**config.mk**
```make
export PLATFORM = sky130hd
export DESIGN_NAME = stream_pattern_replace_core_flat
export DESIGN_NICKNAME = d
export VERILOG_FILES = /design/src/spr_pkg.sv /design/src/spr_in_if.sv /design/src/spr_out_if.sv /design/src/spr_cfg_if.sv /design/src/stream_pattern_replace_core.sv /design/src/flat_wrapper.sv
export SDC_FILE = /design/constraint.sdc
export NUM_CORES = 1
export LEC_CHECK = 0
export BUFFER_PORTS_ARGS = -buffer_cell sky130_fd_sc_hd__buf_2
export CORE_MARGIN = 2
export CORE_UTILIZATION = 51
export CTS_CLUSTER_SIZE = 28
export DETAILED_ROUTE_END_ITERATION = 10
export PLACE_DENSITY = 0.73
export SLEW_MARGIN = 25
export SYNTH_ARGS = -nofsm -noshare
export SYNTH_HDL_FRONTEND = slang
export SYNTH_SLANG_ARGS = --single-unit
export TNS_END_PERCENT = 20
```
**constraint.sdc**
```tcl
create_clock -name clk -period 3.8 [get_ports clk]
set_input_delay 0.76 -clock clk [delete_from_list [all_inputs] [get_ports clk]]
set_output_delay 0.76 -clock clk [all_outputs]
set_load 0.005 [all_outputs]
```
**src/spr_pkg.sv**
```systemverilog
// ----------------------------------------------------------------------------
// spr_pkg: shared types and constants for the stream pattern replace core
// Byte-lane geometry, length and count widths, and configuration register codes.
// ----------------------------------------------------------------------------
package spr_pkg;

	localparam int BYTE_W    = 8;
	localparam int LANES     = 8;
	localparam int WORD_W    = BYTE_W * LANES;
	localparam int CNT_W     = 3;
	localparam int LEN_W     = 4;
	localparam int CFG_IDX_W = 4;

	typedef logic [BYTE_W-1:0] byte_t;
	typedef logic [WORD_W-1:0] word_t;
	typedef logic [CNT_W-1:0]  cnt_t;
	typedef logic [LEN_W-1:0]  len_t;

	typedef enum logic [CFG_IDX_W-1:0] {
		REG_MATCH_LENGTH   = 4'd0,
		REG_MATCH_TEXT     = 4'd1,
		REG_REPLACE_LENGTH = 4'd2,
		REG_REPLACE_TEXT   = 4'd3
	} cfg_reg_t;

endpackage

```
**src/spr_in_if.sv**
```systemverilog
// ----------------------------------------------------------------------------
// spr_in_if: input byte channel
// Valid/ready channel carrying one raw stream byte and its end-of-stream mark.
// ----------------------------------------------------------------------------
interface spr_in_if;
	logic          valid;
	logic          ready;
	spr_pkg::byte_t in_byte;
	logic          stream_end;

	modport source (output valid, output in_byte, output stream_end, input ready);
	modport sink   (input valid, input in_byte, input stream_end, output ready);
endinterface

```
**src/spr_out_if.sv**
```systemverilog
// ----------------------------------------------------------------------------
// spr_out_if: output byte channel
// Valid/ready channel carrying one filtered byte and its end-of-run mark.
// ----------------------------------------------------------------------------
interface spr_out_if;
	logic          valid;
	logic          ready;
	spr_pkg::byte_t out_byte;
	logic          run_last;

	modport source (output valid, output out_byte, output run_last, input ready);
	modport sink   (input valid, input out_byte, input run_last, output ready);
endinterface

```
**src/spr_cfg_if.sv**
```systemverilog
// ----------------------------------------------------------------------------
// spr_cfg_if: configuration write channel
// Valid/ready channel carrying a register index and its write data.
// ----------------------------------------------------------------------------
interface spr_cfg_if;
	logic                              valid;
	logic                              ready;
	logic [spr_pkg::CFG_IDX_W-1:0]     index;
	spr_pkg::word_t                    data;

	modport source (output valid, output index, output data, input ready);
	modport sink   (input valid, input index, input data, output ready);
endinterface

```
**src/stream_pattern_replace_core.sv**
```systemverilog
// ----------------------------------------------------------------------------
// stream_pattern_replace_core: streaming byte search and replace
// Replaces occurrences of a programmed pattern with a programmed replacement,
// one input byte per cycle unless the output burst register stalls the input.
// ----------------------------------------------------------------------------
// Usage: program match_length/match_text/replace_length/replace_text through
// cfg while the core is idle, then stream bytes in. Each input byte yields
// between zero and eight output bytes; run_last marks the final output byte
// that an input byte caused. A partially matched prefix is held internally as
// a count only and replayed from match_text on a mismatch (followed by the
// mismatching byte, which is not re-examined as a new match start) or flushed
// when stream_end is set. Throughput: an input byte is taken every cycle as
// long as each one produces at most one output byte and the output is ready;
// an input byte that produces more than one output byte blocks the input until
// the single-byte output port drains the burst register, one byte per cycle
// while filtered.ready is high. Output is registered. cfg.ready is always high.
// ----------------------------------------------------------------------------
module stream_pattern_replace_core #(
	parameter int MAX_LEN = 8
) (
	input  logic      clk,
	input  logic      arst_n,
	spr_cfg_if.sink   cfg,
	spr_in_if.sink    stream,
	spr_out_if.source filtered
);

	localparam int LANE_SEL_W = $clog2(spr_pkg::LANES);

	// Configuration registers
	spr_pkg::len_t  match_length_q;
	spr_pkg::word_t match_text_q;
	spr_pkg::len_t  replace_length_q;
	spr_pkg::word_t replace_text_q;

	// Match state: number of pattern bytes held
	spr_pkg::cnt_t  cnt_q;

	// Result stage: burst of output bytes built for one input byte
	spr_pkg::word_t burst_data_s1;
	spr_pkg::len_t  burst_len_s1;
	logic [LANE_SEL_W-1:0] idx_q;

	spr_pkg::len_t  mlen;
	spr_pkg::len_t  rlen;
	spr_pkg::len_t  cnt_ext;
	spr_pkg::len_t  cnt_inc;
	spr_pkg::byte_t pat_byte;
	logic           hit;
	logic           complete;
	logic           busy;
	logic           take;
	logic           last_take;
	logic           accept;
	spr_pkg::word_t burst_word;
	spr_pkg::len_t  burst_len;
	spr_pkg::cnt_t  cnt_next;

	// ------------------------------------------------------------------
	// Configuration writes: always ready, unknown indexes are dropped.
	// ------------------------------------------------------------------
	assign cfg.ready = 1'b1;

	always_ff @(posedge clk or negedge arst_n) begin
		if (!arst_n) begin
			match_length_q   <= spr_pkg::len_t'(1);
			match_text_q     <= '0;
			replace_length_q <= '0;
			replace_text_q   <= '0;
		end else if (cfg.valid) begin
			unique case (spr_pkg::cfg_reg_t'(cfg.index))
				spr_pkg::REG_MATCH_LENGTH:   match_length_q   <= cfg.data[spr_pkg::LEN_W-1:0];
				spr_pkg::REG_MATCH_TEXT:     match_text_q     <= cfg.data;
				spr_pkg::REG_REPLACE_LENGTH: replace_length_q <= cfg.data[spr_pkg::LEN_W-1:0];
				spr_pkg::REG_REPLACE_TEXT:   replace_text_q   <= cfg.data;
				default: ;
			endcase
		end
	end

	// ------------------------------------------------------------------
	// Effective lengths: a zero pattern length acts as one, anything above
	// MAX_LEN is clamped to MAX_LEN.
	// ------------------------------------------------------------------
	always_comb begin
		if (match_length_q == '0)
			mlen = spr_pkg::len_t'(1);
		else if (match_length_q > spr_pkg::len_t'(MAX_LEN))
			mlen = spr_pkg::len_t'(MAX_LEN);
		else
			mlen = match_length_q;

		if (replace_length_q > spr_pkg::len_t'(MAX_LEN))
			rlen = spr_pkg::len_t'(MAX_LEN);
		else
			rlen = replace_length_q;
	end

	// ------------------------------------------------------------------
	// Match decision for the byte on the input channel.
	// ------------------------------------------------------------------
	assign cnt_ext  = {1'b0, cnt_q};
	assign cnt_inc  = cnt_ext + spr_pkg::len_t'(1);
	assign pat_byte = match_text_q[cnt_q*spr_pkg::BYTE_W +: spr_pkg::BYTE_W];
	assign hit      = (cnt_ext < mlen) && (stream.in_byte == pat_byte);
	assign complete = hit && (cnt_inc >= mlen);

	// Build the burst: replacement on a full match, held prefix plus the byte on
	// a mismatch, held prefix plus the matching byte on an end-of-stream flush.
	always_comb begin
		burst_word = '0;
		burst_len  = '0;
		cnt_next   = '0;
		if (complete) begin
			burst_word = replace_text_q;
			burst_len  = rlen;
		end else if (hit) begin
			if (stream.stream_end) begin
				for (int i = 0; i < spr_pkg::LANES; i++) begin
					if (spr_pkg::len_t'(i) < cnt_inc)
						burst_word[i*spr_pkg::BYTE_W +: spr_pkg::BYTE_W] =
							match_text_q[i*spr_pkg::BYTE_W +: spr_pkg::BYTE_W];
				end
				burst_len = cnt_inc;
			end else begin
				cnt_next = cnt_inc[spr_pkg::CNT_W-1:0];
			end
		end else begin
			for (int i = 0; i < spr_pkg::LANES; i++) begin
				if (spr_pkg::len_t'(i) < cnt_ext)
					burst_word[i*spr_pkg::BYTE_W +: spr_pkg::BYTE_W] =
						match_text_q[i*spr_pkg::BYTE_W +: spr_pkg::BYTE_W];
				else if (spr_pkg::len_t'(i) == cnt_ext)
					burst_word[i*spr_pkg::BYTE_W +: spr_pkg::BYTE_W] = stream.in_byte;
			end
			burst_len = cnt_inc;
		end
	end

	// ------------------------------------------------------------------
	// Handshakes: take a new input byte when the burst register is empty or
	// its last byte leaves in this cycle.
	// ------------------------------------------------------------------
	assign busy      = (burst_len_s1 != '0);
	assign take      = filtered.valid && filtered.ready;
	assign last_take = take && filtered.run_last;
	assign stream.ready = !busy || last_take;
	assign accept    = stream.valid && stream.ready;

	assign filtered.valid    = busy;
	assign filtered.out_byte = burst_data_s1[idx_q*spr_pkg::BYTE_W +: spr_pkg::BYTE_W];
	assign filtered.run_last = ({1'b0, idx_q} == (burst_len_s1 - spr_pkg::len_t'(1)));

	// Advance the match count on every accepted byte
	always_ff @(posedge clk or negedge arst_n) begin
		if (!arst_n) begin
			cnt_q <= '0;
		end else if (accept) begin
			cnt_q <= cnt_next;
		end
	end

	// Load a new burst on accept, else step through the held one; clear the
	// length once its last byte is taken.
	always_ff @(posedge clk or negedge arst_n) begin
		if (!arst_n) begin
			burst_len_s1 <= '0;
			idx_q        <= '0;
		end else if (accept) begin
			burst_len_s1 <= burst_len;
			idx_q        <= '0;
		end else if (last_take) begin
			burst_len_s1 <= '0;
			idx_q        <= '0;
		end else if (take) begin
			idx_q <= idx_q + LANE_SEL_W'(1);
		end
	end

	// Burst payload carries no reset
	always_ff @(posedge clk) begin
		if (accept)
			burst_data_s1 <= burst_word;
	end

	// ------------------------------------------------------------------
	// Assertions
	// ------------------------------------------------------------------
	a_burst_len_max: assert property (@(posedge clk) disable iff (!arst_n)
		burst_len_s1 <= spr_pkg::len_t'(spr_pkg::LANES))
		else $error("burst length above lane count");

	a_idx_in_burst: assert property (@(posedge clk) disable iff (!arst_n)
		busy |-> ({1'b0, idx_q} < burst_len_s1))
		else $error("burst index beyond burst length");

	a_ready_only_on_drain: assert property (@(posedge clk) disable iff (!arst_n)
		(busy && stream.ready) |-> (filtered.ready && filtered.run_last))
		else $error("input taken while burst still pending");

	a_mismatch_emits: assert property (@(posedge clk) disable iff (!arst_n)
		(accept && !hit) |=> busy)
		else $error("mismatch produced no output");

	a_end_clears_count: assert property (@(posedge clk) disable iff (!arst_n)
		(accept && stream.stream_end) |=> (cnt_q == '0))
		else $error("match count held past end of stream");

endmodule
```
**src/flat_wrapper.sv**
```systemverilog
// flat-port wrapper written by rule: the top's interface ports become plain ports
module stream_pattern_replace_core_flat 
#(
	parameter int MAX_LEN = 8
)
  (clk, arst_n, cfg_valid, cfg_index, cfg_data, cfg_ready, stream_valid, stream_in_byte, stream_stream_end, stream_ready, filtered_valid, filtered_out_byte, filtered_run_last, filtered_ready);
  spr_cfg_if cfg_i ();
  spr_in_if stream_i ();
  spr_out_if filtered_i ();
  input  logic clk;
  input  logic arst_n;
  input wire logic [$bits(cfg_i.valid)-1:0] cfg_valid;
  input wire logic [$bits(cfg_i.index)-1:0] cfg_index;
  input wire logic [$bits(cfg_i.data)-1:0] cfg_data;
  output wire logic [$bits(cfg_i.ready)-1:0] cfg_ready;
  input wire logic [$bits(stream_i.valid)-1:0] stream_valid;
  input wire logic [$bits(stream_i.in_byte)-1:0] stream_in_byte;
  input wire logic [$bits(stream_i.stream_end)-1:0] stream_stream_end;
  output wire logic [$bits(stream_i.ready)-1:0] stream_ready;
  output wire logic [$bits(filtered_i.valid)-1:0] filtered_valid;
  output wire logic [$bits(filtered_i.out_byte)-1:0] filtered_out_byte;
  output wire logic [$bits(filtered_i.run_last)-1:0] filtered_run_last;
  input wire logic [$bits(filtered_i.ready)-1:0] filtered_ready;
  assign cfg_i.valid = cfg_valid;
  assign cfg_i.index = cfg_index;
  assign cfg_i.data = cfg_data;
  assign cfg_ready = cfg_i.ready;
  assign stream_i.valid = stream_valid;
  assign stream_i.in_byte = stream_in_byte;
  assign stream_i.stream_end = stream_stream_end;
  assign stream_ready = stream_i.ready;
  assign filtered_valid = filtered_i.valid;
  assign filtered_out_byte = filtered_i.out_byte;
  assign filtered_run_last = filtered_i.run_last;
  assign filtered_i.ready = filtered_ready;
  stream_pattern_replace_core #(.MAX_LEN(MAX_LEN)) u_core (.clk(clk), .arst_n(arst_n), .cfg(cfg_i), .stream(stream_i), .filtered(filtered_i));
endmodule
```
# Word-level counts from Yosys, hierarchy flattened

Index checks and enable logic that the tools add are counted.

Register bits: 210
Bits in latches: 0
Bits in writable memories: 0
ROM bits: 0
Bits of input ports: 82
Memories: 0

Add/subtract/negate cells: 3
$mul: 0
Divide/modulo/power cells: 0
$lt $le $gt $ge: 20
Eq/ne operators: 12
Shift operators: 2
Multiplexer cells: 41
Bitwise operators: 0
Reduce and logical (&&, ||, !) cells: 17

Operators by type and width:

| kind                                                                        | count |
|---|---|
| 64-bit 2-to-1 mux                                                           | 3 |
| 8-bit 2-to-1 mux                                                            | 24 |
| 64-bit by 7-bit indexed part select with 8-bit output                       | 2 |
| 4-bit 2-to-1 mux                                                            | 8 |
| 3-bit 2-to-1 mux                                                            | 6 |
| 3-bit by 4-bit less-than comparator with 1-bit output, first input constant | 4 |
| 3-bit equality test, first input constant                                   | 4 |
| 4-bit logical NOT                                                           | 3 |
| 3-bit less-than comparator, first input constant                            | 4 |
| 4-bit by 2-bit equality test with 1-bit output, second input constant       | 2 |
| 8-bit equality test                                                         | 1 |
| 4-bit > comparator, second input constant                                   | 2 |
| 1-bit by 4-bit less-than comparator with 1-bit output, first input constant | 2 |
| 2-bit by 4-bit less-than comparator with 1-bit output, first input constant | 2 |
| 2-bit AND reduction                                                         | 4 |
| 2-bit by 3-bit equality test with 1-bit output, first input constant        | 2 |
| 1-bit by 3-bit less-than comparator with 1-bit output, first input constant | 2 |
| 2-bit by 3-bit less-than comparator with 1-bit output, first input constant | 2 |
| 1-bit logical AND                                                           | 5 |
| 3-bit by 1-bit adder with 4-bit output, second input constant               | 1 |
| 3-bit by 4-bit equality test with 1-bit output                              | 1 |
| 4-bit by 1-bit equality test with 1-bit output, second input constant       | 1 |
| 4-bit greater-or-equal comparator                                           | 1 |
| 3-bit by 4-bit less-than comparator with 1-bit output                       | 1 |
| 8 further kinds                                                             | 8 |

# Logic depth before layout (Yosys ltp)

Depth after elaboration: 8
Mapped depth: 15
Gate-level depth less buffers: 12

# Worst setup path after synthesis

No wires, ideal clock.

Path type: flip-flop to flip-flop
Start point: register u_core.burst_len_s1[0]
End point: register u_core.burst_data_s1[0] (enable)
Library setup time: 0.421 ns
Arrival: 3.623 ns
Path slack: -0.244 ns
Cell stages (with the launch flop): 10
Clock period less this slack: 4.044 ns
Cell sequence: dfrtp_1 inv_1 ha_1 xor2_1 or4b_2 a211oi_1 nand2_1 nand2_1 nand2_1 inv_1

Cells in the longest elaborated chain, start to end: 5

Ends and longest elaborated chain:

| item                                           | line                               | text |
|---|---|---|
| start: declaration                             | stream_pattern_replace_core.sv:41  | `spr_pkg::len_t burst_len_s1;` |
| start signal: assignment                       | stream_pattern_replace_core.sv:170 | `burst_len_s1 <= burst_len;` |
| 4-bit by 1-bit subtractor with 4-bit output    | stream_pattern_replace_core.sv:152 | `assign filtered.run_last = ({1'b0, idx_q} == (burst_len_s1 - spr_pkg::len_t'(1)));` |
| 3-bit by 4-bit equality test with 1-bit output | stream_pattern_replace_core.sv:152 |  |
| net filtered_run_last                          | flat_wrapper.sv:22                 | `output wire logic [$bits(filtered_i.run_last)-1:0] filtered_run_last;` |
| 1-bit logical AND                              | stream_pattern_replace_core.sv:146 | `assign last_take = take && filtered.run_last;` |
| 1-bit logical OR                               | stream_pattern_replace_core.sv:147 | `assign stream.ready = !busy \|\| last_take;` |
| net stream_ready                               | flat_wrapper.sv:19                 | `output wire logic [$bits(stream_i.ready)-1:0] stream_ready;` |
| 1-bit logical AND                              | stream_pattern_replace_core.sv:148 | `assign accept = stream.valid && stream.ready;` |
| net u_core.accept                              | stream_pattern_replace_core.sv:54  | `logic accept;` |
| end signal: assignment                         | stream_pattern_replace_core.sv:183 | `burst_data_s1 <= burst_word;` |
| end: declaration                               | stream_pattern_replace_core.sv:40  | `spr_pkg::word_t burst_data_s1;` |

The timed path passes the listed nets, and every way through them passes these cells.
A chain may end at the register's enable or synchronous reset.

# Worst setup path in the final report

Start point: register u_core.burst_len_s1[0]
End point: output stream_ready

Cells in the longest elaborated chain, start to end: 4

Ends and longest elaborated chain:

| item                                                                                | line |
|---|---|
| 4-bit by 1-bit subtractor with 4-bit output or 4-bit nonzero test (tied branches)   | stream_pattern_replace_core.sv:152, stream_pattern_replace_core.sv:144 |
| 3-bit by 4-bit equality test with 1-bit output or 1-bit logical AND (tied branches) | stream_pattern_replace_core.sv:152, stream_pattern_replace_core.sv:145 |
| 1-bit logical AND                                                                   | stream_pattern_replace_core.sv:146 |
| 1-bit logical OR (*)                                                                | stream_pattern_replace_core.sv:147 |
| end: declaration                                                                    | flat_wrapper.sv:19 |

Every way passes the cells marked *; elsewhere a longest branch is shown, timed or not.

==> summary.txt <==
Run status
  – Status: finished, final reports clean

Cells and area
  – Final design utilization: 59.09%
  – Number of filler instances in the final layout: 1705
  – Layout net count: 1034
  – Area growth from synthesis to final layout: 14.43%
  – Count of non-filler cells in the finished layout: 1230
  – Layout Cell Area excl Fill: 0.01230 mm²
  – Layout cell share with drive strength beyond 1: 36.69%

Synthesis
  – FF+latch count, synth: 210
  – Async SR Flop Fraction: 69.52%
  – Top cell type's share of synthesized area: 33.75%
  – Multiplexer share of the synthesized area: 22.30%
  – Dominant cell type by area after synthesis: dfrtp_1
  – Area fraction in compound gates after synthesis: 10.02%
  – Synth Warn #: 0
  – XOR/XNOR share of the synthesized area: 0.8146%
  – Synth top area cells: dfrtp_1 34%, edfxtp_1 18%, mux2_2 15%
  – Distinct cell type count after synthesis: 61
  – Simple-gate share of the synthesized area: 10.28%
  – Number of nets produced by synthesis: 937
  – Post-synthesis cell area: 0.01075 mm²
  – Fraction of the mapped netlist area in adder cells: under 10%
  – Number of instances in the synthesized netlist: 840
  – Largest family of logic cells by synthesized area: multiplexers
  – Sequential share of the synthesized area: around half
  – Dominant register cell in the synthesized netlist: dfrtp_1
  – Avg Synthesized Cell Area: 12.80 µm²
  – Number of enable flip-flop cells after synthesis: 64

Critical path
  – Family of cells with the greatest summed delay on the critical path: simple AND/OR/NAND/NOR gates
  – Data required time at the worst endpoint: 3.04 ns
  – Arrival time worst endpoint: 2.81 ns
  – Worst Setup Start Kind: flop
  – Reg2Reg Capture Point: u_core.burst_data_s1[22]
  – Critical Path Max Stage Delay: 0.64 ns
  – Worst Path Class, Setup: flop to output port
  – Critical path peak fanout: 4
  – R2r setup slk: 0.26 ns
  – Reg-to-reg critical path startpoint: u_core.cnt_q[0]
  – Number of cells on the worst reg-to-reg path: 9
  – WP buf/inv: 2
  – CP max-delay cell: or4b_2
  – Setup crit end kind: output port
  – CP cell instances: inv_1 > ha_1 > xor2_1 > or4b_2 > a211oi_2 > nand2_1 > nand2_1 > buf_2
  – Cell occurring most often along the worst timing path: nand2_1

GRT
  – Via count of the first global-routing pass: 7479
  – Pin count of the biggest net entering global routing: 90
  – All-layer global routing usage: 26.03%
  – Gr ovfl total: 0
  – Number of antenna violations at the first check in global routing: 1
  – Wire length of the first global-routing pass: between 40000 and 50000 µm

Clock network
  – Total clock buffers created by CTS: 23
  – Hold-fix buffer count after cts: 0
  – H-tree depth reported by CTS: 1
  – Library cell used as clock root buffer: clkbuf_16
  – CTS tree: yes
  – Register clock-pin slew on the reported worst setup and hold paths: 0.06 ns
  – Clock latency on the worst-skew pair: 0.52 ns
  – Buffer depth of the longest clock path: 3
  – Clock net sink count: 210

Timing
  – Maximum clock frequency: 280.5 MHz
  – Final setup margin: 0.2346 ns
  – Count of pins over their slew limit: 0
  – Clock skew after layout: 0.01949 ns
  – Period Utilization, post-route: between 90% and 100%
  – Setup violations, final: 0
  – Tightest slew margin relative to the limit: 38.76%
  – Min Tclk post-route: 3.565 ns
  – Setup TNS: 0 ns
  – Hold Slack: 0.3019 ns
  – Number of hold violations in the final report: 0
  – Slew of the pin with the lowest slew margin: 0.8931 ns
  – Unrepaired setup endpoints after global routing: false

Floorplanning
  – Height of the chip: 149.2 µm
  – Area of the core region: 0.02082 mm²
  – Site Rows: 53
  – Initial cell density of the core: 51.63%
  – Die X: 149.2 µm
  – DIE AREA: about 0.022 mm²
  – Ports placed on the boundary: 94

Place
  – Half-perimeter wire length of the detailed placement result: 20030 µm
  – Area after detailed placement: 0.01162 mm²
  – Number of buffer cells added on primary ports: slightly above 90
  – Pre-CTS worst setup slack: 0.3370 ns
  – Number of placed cells counting well taps: 1187
  – Global placement routability congestion: 0.9533

Pwr
  – Leakage power total: approximately 5.6 nW
  – Worst vdd ir: 0.4601 mV
  – Power per standard cell area: 579.7 mW/mm²
  – Pwr Total: roughly 7.1 mW

Routing
  – Vias per Instance: 6.160
  – Routed Antenna Nets: 0
  – Final wirelength: 28500 µm
  – Per-cell routed wire length: 23.17 µm
  – First-pass DRT Iterations: 5
  – Number of design-rule violations left by the first detailed-router iteration: 700
  – Total via count after detailed routing: ~7600
  – Count of unresolved DRC violations after routing: 0

Job
  – Max Cap Violations: 0

Worst hold path
  – Worst min-delay path category: input port to async pin
-- how the worst max path moves through the flow --
| stage | startpoint | end | depth (start not counted) |
|---|---|---|---|
| final | u_core.burst_len_s1[0] | stream_ready | 8 |
| after global routing | u_core.cnt_q[0] | u_core.burst_data_s1[40] | 13 |
| after CTS | u_core.burst_len_s1[0] | stream_ready | 8 |
| after detailed placement | u_core.cnt_q[0] | u_core.burst_data_s1[22] | 9 |
| after global placement | u_core.cnt_q[0] | u_core.burst_data_s1[42] | 11 |
| after floorplan | u_core.burst_len_s1[0] | u_core.burst_data_s1[0] | 9 |
-- timing repair --
item / in CTS / in global routing
setup buffers: 0 / 0
setup endpoints to repair: 0 / 1
endpoints found under the hold margin: 0 / 0
resized for setup: 0 / 1
-- metal layers --
layer | routed length [µm] | global-route usage, % | up-vias
li1 | - | - | 3407
met1 | 12110 | 37.21 | 3789
met2 | 13070 | 40.44 | 325
met3 | 2377 | 4.924 | 56
met4 | 947 | 8.476 | 0
met5 | 0 | 0 | -
-- kinds of logic after synthesis --
| family | Yosys count |
|---|---|
| xor+xnor | 10 |
| compound gates | 140 |
| other cells | 1 |
| fa+ha+maj | 15 |
| buf+inv | 65 |
| simple gates | 209 |
| mux | 190 |
| flops | 210 |
-- state kept, by name, indices dropped and copies added, names as in the netlist --
signal,flops
u_core.cnt_q,3
u_core.match_text_q,64
u_core.replace_length_q,4
u_core.replace_text_q,64
u_core.burst_len_s1,4
u_core.burst_data_s1,64
u_core.idx_q,3
u_core.match_length_q,4
-- cell type report --
cell class                      count  area [µm²]  area share [%]
Timing Repair Buffer              125       764.5           6.214
Clock inverter                     11       61.31          0.4983
Clock buffer                       31       615.6           5.004
Antenna cell                        1       2.502         0.02034
Sequential cell                   210        5577           45.33
Inverter                           12       48.80          0.3966
Multi-Input combinational cell    565        4890           39.74
Tap cell                          275       344.1           2.797
-- where the power goes --
| part | total, mW | switching, mW | leakage (nW) | internal, mW |
|---|---|---|---|---|
| clock | 2.05 | 0.909 | 0.332 | 1.14 |
| combinational | 1.70 | 0.873 | 2.87 | 0.831 |
| sequential | 3.38 | 0.420 | 2.42 | 2.96 |
-- synth_stat cells (7+ instances only) --
| library cell | count |
|---|---|
| mux2_2 | 147 |
| dfrtp_1 | 145 |
| and3_1 | 68 |
| edfxtp_1 | 64 |
| nand2_1 | 53 |
| a211o_1 | 46 |
| clkbuf_1 | 31 |
| nor3_1 | 29 |
| nor2_1 | 23 |
| a21oi_1 | 22 |
| o21ai_0 | 20 |
| mux2i_1 | 19 |
| mux4_2 | 19 |
| ha_1 | 15 |
| nand3_1 | 13 |
| a22oi_1 | 10 |
| inv_1 | 10 |
| buf_2 | 7 |
-- layout by cell type (no fill, tap or decap), drive strengths merged, types with 15 or more instances in the layout --
master	instances
nor2	24
clkbuf	31
o21ai	21
a21oi	23
buf	125
edfxtp	64
dfrtp	145
and3	68
mux2i	21
ha	15
nand2	53
mux4	22
a211o	46
nor3	30
mux2	147
No activity file was read; power rests on OpenSTA's default activity.
